<file path="src/rtl/core/crc_pkg.sv">
// ----------------------------------------------------------------------------
// crc_pkg
// Widths, codes and stage item types shared by the column residual
// correlation block.
// ----------------------------------------------------------------------------
package crc_pkg;

    localparam int MAX_ROWS  = 1024;
    localparam int ADDR_W    = $clog2(MAX_ROWS);
    localparam int ROW_W     = 10;
    localparam int VAL_W     = 32;
    localparam int COL_W     = 16;
    localparam int SUM_W     = 48;
    localparam int ACC_W     = 64;
    localparam int FRAC_W    = 16;
    localparam int HI_W      = SUM_W - FRAC_W;
    localparam int PL_W      = VAL_W + FRAC_W + 1;
    localparam int RND_ACC_W = ACC_W - FRAC_W + 1;
    localparam int RND_PL_W  = PL_W - FRAC_W + 1;
    localparam int TERM_W    = ACC_W + 1;
    localparam int DIFF_W    = TERM_W + 1;

    localparam logic ACT_LOAD   = 1'b0;
    localparam logic ACT_MATRIX = 1'b1;

    localparam logic signed [SUM_W-1:0] SUM_MAX = {1'b0, {(SUM_W-1){1'b1}}};
    localparam logic signed [SUM_W-1:0] SUM_MIN = {1'b1, {(SUM_W-1){1'b0}}};
    localparam logic signed [ACC_W-1:0] ACC_MAX = {1'b0, {(ACC_W-1){1'b1}}};
    localparam logic signed [ACC_W-1:0] ACC_MIN = {1'b1, {(ACC_W-1){1'b0}}};

    // matrix item after the multipliers
    typedef struct packed {
        logic                      valid;
        logic                      last;
        logic [COL_W-1:0]          col;
        logic signed [ACC_W-1:0]   prod;
        logic signed [ACC_W-1:0]   cen_hi;
        logic signed [PL_W-1:0]    cen_lo;
    } mac_item_t;

    // finished column before rounding and clipping
    typedef struct packed {
        logic                      valid;
        logic [COL_W-1:0]          col;
        logic signed [ACC_W-1:0]   acc;
        logic                      ovf;
        logic signed [TERM_W-1:0]  term;
    } fin_item_t;

endpackage

</file>
<file path="src/rtl/core/crc_accum.sv">
// ----------------------------------------------------------------------------
// crc_accum
// Saturating column accumulator and centering term.
// ----------------------------------------------------------------------------
module crc_accum (
    input  logic               clk,
    input  logic               rst_n,
    input  logic               apply_centering,
    input  crc_pkg::mac_item_t mac,
    output logic               mac_ready,
    output crc_pkg::fin_item_t fin,
    input  logic               fin_ready
);
    import crc_pkg::*;

    mac_item_t                  s2_reg;
    logic                       s2_go;
    logic                       s2_free;
    logic signed [ACC_W-1:0]    acc_reg;
    logic signed [ACC_W-1:0]    acc_next;
    logic                       ovf_reg;
    logic                       ovf_next;
    logic signed [ACC_W:0]      acc_wide;
    logic                       clip_now;
    logic signed [ACC_W-1:0]    hi_s;
    logic signed [PL_W-1:0]     lo_s;
    logic signed [RND_PL_W-1:0] rnd_lo;
    logic signed [TERM_W-1:0]   term_full;

    assign s2_go     = s2_reg.valid && (!s2_reg.last || fin_ready);
    assign s2_free   = !s2_reg.valid || s2_go;
    assign mac_ready = s2_free;

    always_ff @(posedge clk or negedge rst_n)
    begin
        if (!rst_n)
        begin
            s2_reg <= '0;
        end
        else if (s2_free)
        begin
            s2_reg <= mac;
        end
    end

    assign acc_wide = (ACC_W+1)'(acc_reg) + (ACC_W+1)'(s2_reg.prod);
    assign clip_now = acc_wide[ACC_W] ^ acc_wide[ACC_W-1];

    always_comb
    begin
        if (clip_now)
        begin
            acc_next = acc_wide[ACC_W] ? ACC_MIN : ACC_MAX;
        end
        else
        begin
            acc_next = acc_wide[ACC_W-1:0];
        end
        ovf_next = ovf_reg || clip_now;
    end

    always_ff @(posedge clk or negedge rst_n)
    begin
        if (!rst_n)
        begin
            acc_reg <= '0;
            ovf_reg <= 1'b0;
        end
        else if (s2_go)
        begin
            if (s2_reg.last)
            begin
                acc_reg <= '0;
                ovf_reg <= 1'b0;
            end
            else
            begin
                acc_reg <= acc_next;
                ovf_reg <= ovf_next;
            end
        end
    end

    // offset times residual sum, rounded to q49.16
    assign hi_s      = s2_reg.cen_hi;
    assign lo_s      = s2_reg.cen_lo;
    assign rnd_lo    = RND_PL_W'($signed(lo_s[PL_W-1:FRAC_W]))
                     + RND_PL_W'({1'b0, lo_s[FRAC_W-1]});
    assign term_full = TERM_W'(hi_s) + TERM_W'(rnd_lo);

    always_comb
    begin
        fin.valid = s2_reg.valid && s2_reg.last;
        fin.col   = s2_reg.col;
        fin.acc   = acc_next;
        fin.ovf   = ovf_next;
        fin.term  = apply_centering ? term_full : '0;
    end

    a_column_clear: assert property (
        @(posedge clk) disable iff (!rst_n)
        s2_go && s2_reg.last |=> (acc_reg == '0) && !ovf_reg
    ) else $error("accumulator not cleared after a column result");

    a_last_held: assert property (
        @(posedge clk) disable iff (!rst_n)
        fin.valid && !fin_ready |=> s2_reg.valid && s2_reg.last && $stable(acc_reg)
    ) else $error("stalled last item lost or accumulator moved");

endmodule

</file>
<file path="config.mk">
export PLATFORM = sky130hd
export DESIGN_NAME = crc_accum
export DESIGN_NICKNAME = d
export VERILOG_FILES = /design/src/rtl/core/crc_pkg.sv /design/src/rtl/core/crc_accum.sv
export SDC_FILE = /design/constraint.sdc
export NUM_CORES = 1
export LEC_CHECK = 0
export BUFFER_PORTS_ARGS = -buffer_cell sky130_fd_sc_hd__buf_4
export CORE_MARGIN = 3
export CORE_UTILIZATION = 45
export CTS_CLUSTER_DIAMETER = 30
export DETAILED_ROUTE_END_ITERATION = 16
export GPL_TIMING_DRIVEN = 0
export HOLD_SLACK_MARGIN = 0.05
export PLACE_DENSITY = 0.75
export SLEW_MARGIN = 20
export SYNTH_ARGS = -nofsm -noshare
export SYNTH_HDL_FRONTEND = slang
export SYNTH_SLANG_ARGS = --single-unit
</file>
<file path="constraint.sdc">
create_clock -name clk -period 6.9 [get_ports clk]
set_input_delay 1.035 -clock clk [delete_from_list [all_inputs] [get_ports clk]]
set_output_delay 1.035 -clock clk [all_outputs]
set_load 0.05 [all_outputs]
</file>
==> flow_summary.toml <==
[power]
p_sw_frac = 0.488
intPower_mw = 6.19
ir_drop_uv = 746
power.total_mw = 12.1
p_clk_frac = 0.276
p_seq_frac = 0.153
p_switching_mw = 5.90
p_leak_nw = 10.9
pwr-share-comb = 0.570
p_per_area_mw_per_mm2 = 516

[placement]
dp.cells = 2802
gp_congestion = 0.940
dpl_worst_slack_ns = 1.57
port_buffers = 331
dpl_cell_area_mm2 = 0.0210
hpwl_mm = 45.0

[clock_network]
cts_buffers = 68
clk_latency_ns = 0.58
cts_setup_buffers = 0
clk_pin_slew_worst_paths_ns = 0.04
ctsResizeCount = 0
cts_buffer_depth = 3
clkSinkCount = 245
cts_max_level = 3
cts_tree = "done"
clockRootBuffer = "clkbuf_16"
postCtsHoldBufs = 0

[route]
drt_iter0_markers = 1033
wl_per_cell_um = 20.2
viasPerCell = 5.79
drcViolationCount = 0
routed_wl_mm = 59.3
vias = 17000
detailedRoute.firstPassIterationCount = 7
antenna_left = 0

[timing]
setup_viol = 0
drv_slew = 0
whs_ns = 0.415
tns_ns = 0
min_period_ns = 5.98
hold_viol = 0
setup_slack_ns = 0.922
worst_pin_slew_ns = 1.10
max_slew_margin = 0.246
fmax_ghz = 0.167
fin_skew_ns = 0.0191
finalCritPeriodShare = 0.866
rsz0062_at_grt = "no"

[logic_synthesis]
syn-cell-area_mm2 = 0.0178
ys_seq_area_frac = 0.345
synth_top_area_share = 0.345
synth_top_area_cell = "dfrtp_1"
synth_cells = 1951
synthArstFlopShare = 1.00
synth_cell_types = 77
yosys_warnings = 0
synth_edf_count = 0
yosys-top-cells-area = "dfrtp_1, mux2_2, ha_1"
syn_area_per_cell_um2 = 9.11
synth_nets = 2280
synth_flop_cell = "dfrtp_1"
ys_ff_latch = 245

[setup_path]
critPathArrivalTime_ns = 4.94
rr_endpoint = "acc_reg[56]"
start_kind = "register"
critPathMaxFanout = 10
rr_worst_depth = 12
timing.rr.start = "acc_reg[0]"
setup.worst_path.class = "register to output pin"
cp-end-kind = "output pin"
ff2ff_setup_slack_ns = 2.71
crit_required_ns = 5.86

[worst_hold_path]
min_path_type = "primary input to async pin"

[final_layout]
final_area_mm2 = 0.0234
layout-drive-gt1-share = 0.289
final_cells = 2929
final_cell_mix = "buf_4, dfrtp_1, nand2_1, mux2_2, a21oi_1"
utilization = 0.603
area.growth.synth_to_final_pct = 31.8
largest_reg_flops = 66
nets = 2683
multi_input_area_mm2 = 0.0109
regArea_mm2 = 0.00613
final_common_cell = "buf_4"
fillers = 3293

[job]
cap_viol_max_count = 0

[grt]
antenna_found_initial = 4
grt_max_degree = 101
grt_pass1_vias = 16900
grt_pass1_wl_mm = 91.2
grt.total_usage = 0.274
grt-ovfl-total = 0

[floorplanning]
dieArea_mm2 = 0.0419
num_rows = 72
initial_core_util = 0.458
die_w_um = 205
fp.coreArea_mm2 = 0.0388
die_h_um = 205
io_pins = 347

[status]
status = "completed"
cells by family (layout without fill, tap and decap cells):
group | after synthesis | count (layout) | synth area share
fa+ha+maj | 130 | 130 | 0.0928
buf+inv | 175 | 632 | 0.0421
flops | 245 | 245 | 0.345
xor+xnor | 108 | 108 | 0.0536
mux | 180 | 180 | 0.114
simple gates | 505 | 505 | 0.131
compound gates | 608 | 608 | 0.222
other cells | 0 | 3 | 0
cells in the mapped netlist, drive strengths merged, types with 14 or more instances:
| master | instances |
|---|---|
| and3 | 16 |
| clkbuf | 85 |
| nand4 | 40 |
| mux2 | 175 |
| dfrtp | 245 |
| nor3 | 35 |
| xor2 | 43 |
| o21ai | 147 |
| a21oi | 168 |
| buf | 35 |
| nand2 | 185 |
| nand2b | 18 |
| o21bai | 32 |
| nor2 | 135 |
| o211ai | 60 |
| a21o | 69 |
| o21a | 15 |
| and2 | 14 |
| inv | 55 |
| nand3 | 19 |
| xnor2 | 65 |
| ha | 127 |
how the worst max path moves through the flow:
| stage | startpoint | endpoint | slack [ns] | depth (start not counted) |
|---|---|---|---|---|
| floorplan | hi_s[0] | fin[62] | 1.78 | 13 |
| detailed placement | s2_reg[148] | fin[116] | 1.57 | 13 |
| CTS | acc_reg[35] | fin[116] | 0.95 | 13 |
| global route | acc_reg[35] | fin[116] | 0.69 | 13 |
| finish | acc_reg[0] | fin[116] | 0.92 | 14 |
| global placement | lo_s[48] | fin[60] | 1.56 | 12 |
power groups by stage:
| stage | registers, mW | clock network (mW) | logic (mW) |
|---|---|---|---|
| 2_1_floorplan | 1.81 | 0 | 4.87 |
| 3_3_place_gp | 1.85 | 0 | 6.76 |
| 3_5_place_dp | 1.87 | 0 | 6.81 |
| 4_1_cts | 1.85 | 3.38 | 6.87 |
| 5_1_grt | 1.88 | 3.47 | 7.35 |
| 6_report | 1.85 | 3.34 | 6.89 |
worst max-delay path, stage by stage (launching register included):
cell and delay [ns]:
dfrtp_1 0.36, ha_1 0.23, inv_1 0.07, fa_1 0.39, nand2b_1 0.18, a21o_1 0.19
a31o_2 0.25, a21oi_1 0.28, o22ai_2 0.23, a211oi_1 0.56, o41a_2 0.28, xnor2_2 0.22
buf_2 0.29, o21ai_0 0.51, buf_4 0.31
area by class of cell:
type / count / area share
antenna: 3 / 0.000321
buffer: 120 / 0.0231
clock buffer: 86 / 0.0811
clock inverter: 38 / 0.0231
inverter: 55 / 0.00882
multi-input combinational: 1531 / 0.465
sequential: 245 / 0.262
tap: 518 / 0.0277
timing repair buffer: 333 / 0.109
metal layers:
| layer | up-vias | global-route usage | wire, um |
|---|---|---|---|
| li1 | 7947 | - | - |
| met1 | 8216 | 0.346 | 24700 |
| met2 | 659 | 0.457 | 28100 |
| met3 | 136 | 0.0621 | 4520 |
| met4 | 2 | 0.103 | 1950 |
| met5 | - | 0 | 13 |
Power figures use the tool's default switching activity.
