[config.mk]
export PLATFORM = sky130hd
export DESIGN_NAME = crc_result_flat
export DESIGN_NICKNAME = d
export VERILOG_FILES = /design/src/rtl/core/crc_pkg.sv /design/src/rtl/core/crc_out_if.sv /design/src/rtl/core/crc_result.sv /design/src/flat_wrapper.sv
export SDC_FILE = /design/constraint.sdc
export NUM_CORES = 1
export LEC_CHECK = 0
export ABC_AREA = 1
export BUFFER_PORTS_ARGS = -buffer_cell sky130_fd_sc_hd__buf_4
export CAP_MARGIN = 20
export CORE_ASPECT_RATIO = 1.2
export CORE_MARGIN = 2
export CORE_UTILIZATION = 40
export CTS_CLUSTER_SIZE = 28
export DETAILED_ROUTE_END_ITERATION = 8
export GPL_TIMING_DRIVEN = 0
export PLACE_DENSITY = 0.72
export SLEW_MARGIN = 20
export SYNTH_ARGS = -nofsm -noshare
export SYNTH_HDL_FRONTEND = slang
export SYNTH_SLANG_ARGS = --single-unit
[constraint.sdc]
create_clock -name clk -period 4.45 [get_ports clk]
set_clock_uncertainty 0.2 [all_clocks]
set_input_delay 0.445 -clock clk [delete_from_list [all_inputs] [get_ports clk]]
set_output_delay 0.445 -clock clk [all_outputs]
set_load 0.005 [all_outputs]
[src/rtl/core/crc_pkg.sv]
// ----------------------------------------------------------------------------
// crc_pkg
// Widths, codes and stage item types shared by the column residual
// correlation block.
// ----------------------------------------------------------------------------
package crc_pkg;

    localparam int MAX_ROWS  = 1024;
    localparam int ADDR_W    = $clog2(MAX_ROWS);
    localparam int ROW_W     = 10;
    localparam int VAL_W     = 32;
    localparam int COL_W     = 16;
    localparam int SUM_W     = 48;
    localparam int ACC_W     = 64;
    localparam int FRAC_W    = 16;
    localparam int HI_W      = SUM_W - FRAC_W;
    localparam int PL_W      = VAL_W + FRAC_W + 1;
    localparam int RND_ACC_W = ACC_W - FRAC_W + 1;
    localparam int RND_PL_W  = PL_W - FRAC_W + 1;
    localparam int TERM_W    = ACC_W + 1;
    localparam int DIFF_W    = TERM_W + 1;

    localparam logic ACT_LOAD   = 1'b0;
    localparam logic ACT_MATRIX = 1'b1;

    localparam logic signed [SUM_W-1:0] SUM_MAX = {1'b0, {(SUM_W-1){1'b1}}};
    localparam logic signed [SUM_W-1:0] SUM_MIN = {1'b1, {(SUM_W-1){1'b0}}};
    localparam logic signed [ACC_W-1:0] ACC_MAX = {1'b0, {(ACC_W-1){1'b1}}};
    localparam logic signed [ACC_W-1:0] ACC_MIN = {1'b1, {(ACC_W-1){1'b0}}};

    // matrix item after the multipliers
    typedef struct packed {
        logic                      valid;
        logic                      last;
        logic [COL_W-1:0]          col;
        logic signed [ACC_W-1:0]   prod;
        logic signed [ACC_W-1:0]   cen_hi;
        logic signed [PL_W-1:0]    cen_lo;
    } mac_item_t;

    // finished column before rounding and clipping
    typedef struct packed {
        logic                      valid;
        logic [COL_W-1:0]          col;
        logic signed [ACC_W-1:0]   acc;
        logic                      ovf;
        logic signed [TERM_W-1:0]  term;
    } fin_item_t;

endpackage

[src/rtl/core/crc_out_if.sv]
// ----------------------------------------------------------------------------
// crc_out_if
// Result item channel: one correlation per finished column.
// ----------------------------------------------------------------------------
interface crc_out_if;
    import crc_pkg::*;

    logic                     valid;
    logic                     ready;
    logic [COL_W-1:0]         result_column;
    logic signed [SUM_W-1:0]  correlation;
    logic                     saturated;

    modport source (
        output valid, result_column, correlation, saturated,
        input  ready
    );

    modport sink (
        input  valid, result_column, correlation, saturated,
        output ready
    );
endinterface

[src/rtl/core/crc_result.sv]
// ----------------------------------------------------------------------------
// crc_result
// Rounding, centering subtraction, 48-bit clipping and the result register.
// ----------------------------------------------------------------------------
module crc_result (
    input  logic               clk,
    input  logic               rst_n,
    input  crc_pkg::fin_item_t fin,
    output logic               fin_ready,
    crc_out_if.source          result
);
    import crc_pkg::*;

    fin_item_t                   s3_reg;
    logic                        s3_go;
    logic                        s3_free;
    logic                        out_free;
    logic                        out_v_reg;
    logic [COL_W-1:0]            col_reg;
    logic signed [SUM_W-1:0]     corr_reg;
    logic signed [SUM_W-1:0]     corr_next;
    logic                        sat_reg;
    logic                        sat_next;
    logic signed [ACC_W-1:0]     acc_s;
    logic signed [RND_ACC_W-1:0] rnd_acc;
    logic signed [DIFF_W-1:0]    diff;

    assign out_free  = !out_v_reg || result.ready;
    assign s3_go     = s3_reg.valid && out_free;
    assign s3_free   = !s3_reg.valid || s3_go;
    assign fin_ready = s3_free;

    always_ff @(posedge clk or negedge rst_n)
    begin
        if (!rst_n)
        begin
            s3_reg <= '0;
        end
        else if (s3_free)
        begin
            s3_reg <= fin;
        end
    end

    assign acc_s   = s3_reg.acc;
    assign rnd_acc = RND_ACC_W'($signed(acc_s[ACC_W-1:FRAC_W]))
                   + RND_ACC_W'({1'b0, acc_s[FRAC_W-1]});
    assign diff    = DIFF_W'(rnd_acc) - DIFF_W'(s3_reg.term);

    always_comb
    begin
        sat_next = s3_reg.ovf;
        if (diff > DIFF_W'(SUM_MAX))
        begin
            corr_next = SUM_MAX;
            sat_next  = 1'b1;
        end
        else if (diff < DIFF_W'(SUM_MIN))
        begin
            corr_next = SUM_MIN;
            sat_next  = 1'b1;
        end
        else
        begin
            corr_next = diff[SUM_W-1:0];
        end
    end

    always_ff @(posedge clk or negedge rst_n)
    begin
        if (!rst_n)
        begin
            out_v_reg <= 1'b0;
        end
        else if (s3_go)
        begin
            out_v_reg <= 1'b1;
        end
        else if (result.ready)
        begin
            out_v_reg <= 1'b0;
        end
    end

    always_ff @(posedge clk)
    begin
        if (s3_go)
        begin
            col_reg  <= s3_reg.col;
            corr_reg <= corr_next;
            sat_reg  <= sat_next;
        end
    end

    assign result.valid         = out_v_reg;
    assign result.result_column = col_reg;
    assign result.correlation   = corr_reg;
    assign result.saturated     = sat_reg;

    a_s3_held: assert property (
        @(posedge clk) disable iff (!rst_n)
        s3_reg.valid && !out_free |=> s3_reg.valid && $stable(s3_reg.acc)
    ) else $error("waiting column lost while result register busy");

    a_out_drains: assert property (
        @(posedge clk) disable iff (!rst_n)
        result.valid && result.ready && !s3_reg.valid |=> !result.valid
    ) else $error("result repeated after it was taken");

endmodule

[src/flat_wrapper.sv]
// flat-port wrapper written by rule: the top's interface ports become plain ports
module crc_result_flat import crc_pkg::*;
  (clk, rst_n, fin, fin_ready, result_valid, result_result_column, result_correlation, result_saturated, result_ready);
  crc_out_if result_i ();
  input  logic clk;
  input  logic rst_n;
  input  crc_pkg::fin_item_t fin;
  output logic fin_ready;
  output wire logic [$bits(result_i.valid)-1:0] result_valid;
  output wire logic [$bits(result_i.result_column)-1:0] result_result_column;
  output wire logic [$bits(result_i.correlation)-1:0] result_correlation;
  output wire logic [$bits(result_i.saturated)-1:0] result_saturated;
  input wire logic [$bits(result_i.ready)-1:0] result_ready;
  assign result_valid = result_i.valid;
  assign result_result_column = result_i.result_column;
  assign result_correlation = result_i.correlation;
  assign result_saturated = result_i.saturated;
  assign result_i.ready = result_ready;
  crc_result u_core (.clk(clk), .rst_n(rst_n), .fin(fin), .fin_ready(fin_ready), .result(result_i));
endmodule
==> results of run 1 <==
worst reg2reg max path, delay by kind of cell, from the launching register on:
family | cells | cell delay (ps)
adders and majority gates | 2 | 650
DFF | 1 | 400
buffers and inverters | 2 | 450
and+or+nand+nor | 17 | 2230
stage by stage:
step,TNS [ps],worst slack [ps],power (W),hold slack [ps]
6_report,0,237,0.00722,14.9
5_1_grt,0,6.97,0.00775,7.67
4_1_cts,0,57.1,0.00724,0.336
3_5_place_dp,-378,-92.2,0.00561,220
3_3_place_gp,-120550,-1860,0.00555,223
2_1_floorplan,0,95.9,0.00441,-50.6
power by group through the flow:
stage / clock network (W) / registers, W / logic (W)
after floorplan: 0 / 0.00234 / 0.00207
after global placement: 0 / 0.00236 / 0.00319
after detailed placement: 0 / 0.00236 / 0.00325
after CTS: 0.00157 / 0.00232 / 0.00335
after global routing: 0.00163 / 0.00235 / 0.00377
final: 0.00153 / 0.00232 / 0.00336
area by class of cell:
type	count	area [um2]
fillers	3372	16700
multi-input cells	1321	7360
flip-flops and latches	198	5280
repair buffers	315	2730
inverters	344	1290
well taps	462	578
clock buffers	18	429
plain buffers	31	155
clock inverters	14	144
synth_stat cells, types with 3 or more instances:
master / number
ha_1: 130
o21ai_0: 77
o21bai_1: 9
nand3b_1: 6
buf_2: 4
a21oi_1: 58
dfrtp_1: 133
nand3_1: 50
xor2_1: 33
buf_6: 3
nor3_1: 8
clkbuf_1: 21
buf_4: 3
a31oi_1: 11
nand2_1: 711
inv_2: 10
inv_1: 334
nand4_1: 5
nand2_2: 3
nor4_1: 3
xnor2_1: 12
and3_1: 4
and2_1: 4
edfxtp_1: 65
nor2_1: 112
mux2_2: 65
nor2_2: 7
cells by family (layout without fill, tap and decap cells):
kind of cell / Yosys count / count (layout) / synth area share (%)
xor+xnor: 45 / 45 / 2.81
compound gates: 160 / 160 / 6.11
mux: 65 / 65 / 5.22
buf+inv: 375 / 722 / 10.3
fa+ha+maj: 131 / 131 / 11.7
flops: 198 / 198 / 37.7
simple gates: 920 / 920 / 26.1
what timing repair did:
action	4_1_cts	5_1_grt
setup endpoints to repair	10	26
gates resized for setup	1	18
hold buffers	110	0
hold endpoints to repair	174	0
metal layers:
layer  wire length (um)  vias to the layer above  share of wire [%]  track usage, %
li1                   -                     6559                  -               -
met3               1690                       35                3.9            3.77
met2              22200                      256                 51            44.1
met1              18900                     5972                 43            30.0
met5                  0                        -                  0               0
met4                750                        0                1.7            6.32
worst paths after layout:
check | depth (start not counted) | to | slack, ps | start
worst max-delay path | 21 | u_core.result.correlation[35] | 240 | u_core.acc_s[22]
worst min-delay path | 3 | u_core.s3_reg[21] | 10 | fin[21]
worst max register to register | 21 | u_core.result.correlation[35] | 240 | u_core.acc_s[22]
worst min register to register | 0 | u_core.result.result_column[10] | 250 | u_core.s3_reg[140]
max in group asynchronous | 3 | u_core.s3_reg[140] | 3030 | rst_n
min in group asynchronous | 2 | u_core.s3_reg[27] | 290 | rst_n
==> results.toml, run 1 <==
[setup_path]
critical-path-slowest-cell = "dfrtp_1"
start_kind = "flop"
critPathKind = "reg2reg"
worstPathCellList = "ha_1 -> ha_1 -> nand2_1 -> nor2_1 -> nand3_1 -> nand2_2 -> nand2_1 -> nand2_1 -> nand2_1 -> nand2_1 -> nand2_1 -> nand3_1 -> nand2_1 -> nor2_1 -> nand2_1 -> nor2_1 -> nand2_1 -> nand2_1 -> buf_4 -> buf_4 -> nand2_1"
required_ps = 4450
critPathMaxFanout = 10
path_delay_family = "simple AND/OR/NAND/NOR gates"
cp-end-kind = "flop"
crit_top_cell = "nand2_1"
max_stage_delay_ps = 400
crit_buf_inv = 2
worstPathArrival_ps = 4210

[layout]
post-route-util_pct = 51.8
finalNonFillerCells = 2703
insertedDiodeCount = 0
fin_nets = 2509
final_cell_mix = "nand2_1 (711), inv_1 (334), buf_4 (203), dfrtp_1 (132), ha_1 (125)"
final_common_cell = "nand2_1"
largest_reg_flops = 83
design_area_um2 = 18000
area_delta_synth_final_pct = 28.2
drive_above_1_share_pct = 16.0

[detailed_routing]
routed_via_density = 4.74
drc = 0
routed-via-count = 12800
drt-initial-drc-count = 712
drt_wl_total_mm = 43.6
wl_per_cell_um = 16.1
ant_nets = 0
firstDrtPassIters = 7

[status]
status = "completed"

[pwr]
seqPwrFrac_pct = 32.2
p_int_w = 0.00426
pwr-share-comb_pct = 46.6
clkPwrFrac_pct = 21.2
power_switching_w = 0.00297
p_per_area_nw_per_um2 = 402
p_leak_nw = 9.64
switching_share_pct = 41.1
ir_worst_vdd_uv = 267

[placed_design]
gp_congestion = 0.960
dpl.cell_count = 2561
hpwlAfterDp_mm = 35.4
placed_cell_area_um2 = 16200
port_buffers = 201

[synth]
ys_seq_elements = 198
synth_nets = 2175
seq_area_frac_synth_pct = 37.7
syn_area_um2 = 14000
synth_edf_count = 65
syn-mean-instance-area_um2 = 7.40
yosys_warnings = 0
synth_flop_cell = "dfrtp_1"
yosysUniqueCellTypes = 37
synth_area_leader_cell = "dfrtp_1"
synth_cells = 1894
netlist.area_leader.share_pct = 23.7
synthArstFlopShare_pct = 67.2
synthTopCellsByArea = "dfrtp_1 (24%), nand2_1 (19%), edfxtp_1 (14%)"

[timing]
fin_crit_ps = 4210
max_freq_mhz = 237
worst_pin_slew_ps = 1080
hold_violations = 0
rsz0062_at_grt = "no"
final_max_slew_viol_count = 0
post-route-period-util_pct = 94.7
timing.slew.headroom_pct = 28.2
setup_viol = 0

[clock_tree]
clockBufferDepth = 2
clk_pin_slew_ps = 70
insertion_delay_ps = 470
cts_buffers = 17
post_cts_buffers = 0
ctsRootBufferMaster = "clkbuf_16"
clock_sinks = 198
htreeDepth = 4
cts_tree = "built"

[global_routing]
overflow = 0
grt_max_degree = 69
grt_pass1_vias = 13000
grt_antenna_before_repair = 0
grt_pass1_wl_mm = 68.4
grt_usage_pct = 24.3

[min_path]
hold_path.class = "in2reg"

[floorplanning]
die_x_um = 175
io-pin-count = 217
die_area_um2 = 36600
start_util_pct = 40.4
die_y_um = 209
rows = 75
core-area_um2 = 34700

[flow_run]
drv_cap = 0
No activity file was read; power rests on OpenSTA's default activity.
==> run 2, diff against run 1 <==
ABC_AREA = default   (was 1)
PLACE_DENSITY = default   (was 0.72)
==> run 2 against run 1 <==
The run now ends with setup timing left. Sequential share of layout area rose by 0.80 points. Combinational power rose by 17%. Non-clock buffer count fell by 1. Setup slack got worse by 260 ps. Fmax fell by 5.8%. Critical path depth fell by 6. Largest cell class unchanged. Largest power group unchanged. Highest routed layer unchanged.
==> results.toml, run 2 <==
[pwr]
power_switching_w = 0.00319
switching_share_pct = 40.6
clkPwrFrac_pct = 20.3
p_leak_nw = 7.78
ir_worst_vdd_uv = 216
p_int_w = 0.00465
pwr-share-comb_pct = 50.0
seqPwrFrac_pct = 29.8
p_per_area_nw_per_um2 = 448

[layout]
final_common_cell = "buf_4"
insertedDiodeCount = 0
largest_reg_flops = 83
design_area_um2 = 17500
finalNonFillerCells = 2139
final_cell_mix = "buf_4 (242), nand2_1 (152), dfrtp_1 (132), ha_1 (112), o21ai_0 (103)"
area_delta_synth_final_pct = 31.5
drive_above_1_share_pct = 30.6
fin_nets = 1957

[synth]
synthTopCellsByArea = "dfrtp_1 (25%), edfxtp_1 (15%), ha_1 (12%)"
ys_seq_elements = 198
syn-mean-instance-area_um2 = 9.55
synth_area_leader_cell = "dfrtp_1"
syn_area_um2 = 13300
synth_nets = 1674
synth_cells = 1393
seq_area_frac_synth_pct = 39.7
yosysUniqueCellTypes = 79
netlist.area_leader.share_pct = 25.0
synth_edf_count = 65
synth_commonest_cells = "nand2_1 (156), dfrtp_1 (133), ha_1 (130)"
synthArstFlopShare_pct = 67.2
synth_most_common_cell = "nand2_1"
yosys_warnings = 0
synth_flop_cell = "dfrtp_1"

[placed_design]
dpl.cell_count = 2046
pre_cts_slack_ps = -1130
hpwlAfterDp_mm = 31.8
gp_congestion = 0.914
port_buffers = 201
placed_cell_area_um2 = 15400

[global_routing]
grt_pass1_wl_mm = 63.3
grt_max_degree = 81
grt_pass1_vias = 11600
overflow = 0
grt_antenna_before_repair = 0
grt_usage_pct = 23.7

[clock_tree]
clockBufferDepth = 2
ctsRootBufferMaster = "clkbuf_16"
cts_buffers = 17
clk_pin_slew_ps = 80
htreeDepth = 4
insertion_delay_ps = 450
cts_tree = "built"
clock_sinks = 198

[floorplanning]
rows = 73
start_util_pct = 40.4
core-area_um2 = 33000
io-pin-count = 217
die_area_um2 = 34700
die_x_um = 171
die_y_um = 204

[setup_path]
critPathMaxFanout = 8
cp-end-kind = "flop"
r2r_start = "u_core.acc_s[63]"
cp-startpoint = "u_core.acc_s[63]"
start_kind = "flop"
required_ps = 4450
worstPathArrival_ps = 4480
critPathKind = "reg2reg"

[timing]
hold_violations = 0
timing.slew.headroom_pct = 41.0
fin_crit_ps = 4470
fin_hold_ws_ps = 7.29
setup_viol = 22
rsz0062_at_grt = "yes"
setup_slack_ps = -24.8
post-route-period-util_pct = 101
max_freq_mhz = 223
final_max_slew_viol_count = 0
worst_pin_slew_ps = 886

[detailed_routing]
wl_per_cell_um = 19.2
drc = 0
drt-initial-drc-count = 601
routed-via-count = 11500
firstDrtPassIters = 5
ant_nets = 0
drt_wl_total_mm = 41.2
routed_via_density = 5.39

[min_path]
hold_path.class = "in2reg"
hold_start = "fin[14]"

[status]
violations = "setup timing"
status = "finished, violations left"

[flow_run]
drv_cap = 0
-- run 2: cell types whose count changed in the layout (fill, tap and decap cells not counted), sizes merged, moves of 45 or more --
cell / previous run / this run
nand2: 714 / 156
inv: 350 / 88
dlygate4sd3: 110 / 50
o21ai: 78 / 137
buf: 215 / 272
a21o: 0 / 56
nor2: 120 / 75
-- run 2: repair_timing --
| action | 4_1_cts | 5_1_grt |
|---|---|---|
| cloned | 3 | 1 |
| setup endpoints to repair | 49 | 48 |
| buffers inserted | 19 | 12 |
| gates resized for setup | 73 | 119 |
| hold buffers | 50 | 0 |
| endpoints found under the hold margin | 102 | 0 |
| pin swaps | 26 | 41 |
-- run 2: critical path, stage by stage (launching register included) --
cell      delay (ps)
dfrtp_4          550
buf_4            200
ha_1             330
ha_4             290
a21o_1           190
a21o_1           200
a221oi_4         390
o211ai_1         260
or3_4            430
a221oi_2         270
nand4_1          170
nor4_4           160
buf_4            180
nor2_4            90
buf_6            140
a21o_1           180
-- run 2: per-layer routing --
metal / track usage (%) / part of all wire [%] / vias to the layer above / wire [um]
met5: 0 / 0 / - / 0
met4: 7.05 / 2.4 / 0 / 971
met3: 3.59 / 3.6 / 45 / 1500
met2: 42.2 / 51 / 255 / 21200
met1: 29.5 / 43 / 5609 / 17500
li1: - / - / 5627 / -
-- run 2: cell type report --
| class | instances | area, um2 |
|---|---|---|
| fill | 3069 | 15500 |
| multi-input combinational | 1033 | 8000 |
| tap | 450 | 563 |
| timing repair buffer | 287 | 2350 |
| sequential | 198 | 5280 |
| inverter | 81 | 304 |
| clock buffer | 17 | 425 |
| buffer | 58 | 384 |
| clock inverter | 15 | 180 |
-- run 2: final timing paths --
check                                                 endpoint  slack, ps  cells past startpoint
min in group asynchronous                    u_core.s3_reg[27]        280                      2
worst min-delay path                         u_core.s3_reg[14]          7                      3
worst min register to register  u_core.result.result_column[4]        250                      0
max in group asynchronous                     u_core.acc_s[63]       2950                      3
worst max register to register   u_core.result.correlation[45]        -20                     15
worst max-delay path             u_core.result.correlation[45]        -20                     15
-- run 2: kinds of logic (layout without fill, tap and decap cells) --
logic type	count (synthesis)	in the layout	synth area share (%)
fa+ha+maj	131	131	12.4
compound gates	412	412	19.7
flops	198	198	39.7
simple gates	369	370	13.4
mux	69	69	5.81
buf+inv	163	458	5.67
xor+xnor	51	51	3.36
-- run 2: per-stage QoR --
stage	TNS [ps]	util (%)	power [W]
finish	-185	53.1	0.00784
global route	-6440	53.1	0.00834
CTS	-6120	51.4	0.00759
detailed placement	-51410	46.8	0.00572
global placement	-49380	46.6	0.00571
floorplan	0	-	0.00459
-- run 2: power groups by stage --
stage | logic (W) | clock network, W | registers, W
2_1_floorplan | 0.00224 | 0 | 0.00235
3_3_place_gp | 0.00333 | 0 | 0.00238
3_5_place_dp | 0.00334 | 0 | 0.00238
4_1_cts | 0.00363 | 0.00162 | 0.00234
5_1_grt | 0.00428 | 0.00170 | 0.00236
6_report | 0.00392 | 0.00159 | 0.00234
==> run 3, diff against run 2 <==
SETUP_SLACK_MARGIN = 0.05   (was default)
==> run 3 against run 2 <==
The flow still finishes with violations (setup timing). Count of clock-buffer cells in the layout unchanged. Via count down 0.17%. Fmax up 0.18%. Design area up 0.10%. Global-route usage unchanged. Non-clock buffer count up 3. Clock power about the same. Critical path depth unchanged. Die area unchanged. Sequential cell count unchanged. Combinational power about the same.
==> results.toml, run 3 (synthesis results as in run 2) <==
[pwr]
ir_worst_vdd_uv = 216
finalPower_w = 0.00785
power_switching_w = 0.00319
pwr-share-comb_pct = 50.0
p_per_area_nw_per_um2 = 448
p_int_w = 0.00466
seqPwrFrac_pct = 29.8
switching_share_pct = 40.6
clkPwrFrac_pct = 20.2
p_leak_nw = 7.80

[detailed_routing]
wl_per_cell_um = 19.2
firstDrtPassIters = 5
drt_wl_total_mm = 41.2
drc = 0
drt-initial-drc-count = 638
ant_nets = 0
routed-via-count = 11500
routed_via_density = 5.38

[floorplanning]
die_x_um = 171
die_y_um = 204
io-pin-count = 217
core-area_um2 = 33000
start_util_pct = 40.4
die_area_um2 = 34700
rows = 73

[timing]
max_freq_mhz = 224
worst_pin_slew_ps = 879
fin_crit_ps = 4470
rsz0062_at_grt = "yes"
hold_violations = 0
setup_slack_ps = -16.8
final_max_slew_viol_count = 0
timing.slew.headroom_pct = 41.4
setup_viol = 10
post-route-period-util_pct = 100

[setup_path]
ff2ff_path_depth = 15
r2r-end = "u_core.result.correlation[45]"
path_delay_family = "compound AO/OA/AOI/OAI gates"
start_kind = "flop"
worstPathArrival_ps = 4470
cp-end-kind = "flop"
rrSetupSlack_ps = -20
required_ps = 4450
critPathMaxFanout = 8
critPathKind = "reg2reg"
critical-path-slowest-cell = "dfrtp_4"
path_depth = 15
max_stage_delay_ps = 540
worstSetupEndpoint = "u_core.result.correlation[45]"
crit_top_cell = "a21o_1"
worstPathCellList = "buf_4 -> ha_1 -> ha_4 -> a21o_1 -> a21o_1 -> a221oi_4 -> o211ai_1 -> or3_4 -> a221oi_2 -> nand4_1 -> nor4_4 -> buf_4 -> nor2_4 -> buf_6 -> a21o_1"
crit_buf_inv = 3
r2r_start = "u_core.acc_s[63]"
cp-startpoint = "u_core.acc_s[63]"

[layout]
insertedDiodeCount = 0
final_common_cell = "buf_4"
fillers = 3068
finalNonFillerCells = 2142
final_cell_mix = "buf_4 (245), nand2_1 (152), dfrtp_1 (132), ha_1 (114), o21ai_0 (103)"
post-route-util_pct = 53.1
largest_reg_flops = 83
area_delta_synth_final_pct = 31.6
drive_above_1_share_pct = 30.6
fin_nets = 1960

[global_routing]
grt_pass1_wl_mm = 63.3
grt_antenna_before_repair = 0
grt_util_met1_pct = 29.5
top_usage_layer = "met2"
overflow = 0
grt_max_degree = 81
grt_usage_pct = 23.7
met2_usage_pct = 42.2
gr-usage-met3_pct = 3.59
grt_pass1_vias = 11600

[clock_tree]
insertion_delay_ps = 450
htreeDepth = 4
cts_tree = "built"
ctsRootBufferMaster = "clkbuf_16"
clockBufferDepth = 2
clk_pin_slew_ps = 80
cts_buffers = 17
clock_sinks = 198

[placed_design]
hpwlAfterDp_mm = 31.8
dpl.cell_count = 2046
port_buffers = 201
gp_congestion = 0.914

[status]
status = "finished, violations left"
violations = "setup timing"

[flow_run]
drv_cap = 0

[min_path]
hold_path.class = "in2reg"
## run 3: per-layer routing
| layer | vias up | part of all wire, % |
|---|---|---|
| met5 | - | 0 |
| met4 | 0 | 2.5 |
| met3 | 53 | 3.4 |
| met2 | 252 | 51 |
| met1 | 5593 | 43 |
| li1 | 5618 | - |
## run 3: worst min-delay path by stage
stage                       start                         endpoint  cells after the start
2_1_floorplan               rst_n                 u_core.acc_s[15]                      0
3_3_place_gp   u_core.s3_reg[142]  u_core.result.result_column[12]                      0
3_5_place_dp                rst_n                u_core.s3_reg[26]                      1
4_1_cts                   fin[30]                u_core.s3_reg[30]                      3
5_1_grt                   fin[86]                 u_core.acc_s[20]                      2
6_report                  fin[14]                u_core.s3_reg[14]                      3
## run 3: through the flow
stage	hold slack, ps	setup TNS [ps]	cell area [um2]	worst slack (ps)
after detailed placement	187	-51410	15400	-1130
after floorplan	-50.6	0	13300	262
after global placement	226	-49380	15400	-1080
after global routing	5.02	-6440	17500	-161
final	9.09	-40.3	17500	-16.8
after CTS	0.0994	-6120	16900	-154
## run 3: final cells by class
cell class | instances | area (um2) | share of cell area [%]
tap | 450 | 563 | 3.21
clock inverter | 15 | 180 | 1.03
timing repair buffer | 288 | 2360 | 13.5
multi-input combinational | 1033 | 8000 | 45.7
clock buffer | 17 | 425 | 2.43
buffer | 60 | 399 | 2.28
sequential | 198 | 5280 | 30.2
inverter | 81 | 304 | 1.74
## run 3: power groups by stage
stage	Clock, W	Combinational [W]	Sequential [W]
global placement	0	0.00333	0.00238
detailed placement	0	0.00334	0.00238
CTS	0.00162	0.00363	0.00234
global route	0.00170	0.00428	0.00236
floorplan	0	0.00224	0.00235
finish	0.00159	0.00393	0.00233
## run 3: what timing repair did
item                                    CTS  global route
endpoints found under the setup margin   49            48
hold endpoints to repair                102             0
hold buffers                             50             0
resized for setup                        73           121
buffers inserted                         19            13
pin swaps                                26            42
cloned                                    3             1
## run 3: worst register-to-register path: stages, from the launching register on
cell      delay (ps)
dfrtp_4          540
buf_4            200
ha_1             330
ha_4             290
a21o_1           190
a21o_1           200
a221oi_4         380
o211ai_1         260
or3_4            430
a221oi_2         280
nand4_1          180
nor4_4           160
buf_4            180
nor2_4            90
buf_6            150
a21o_1           180
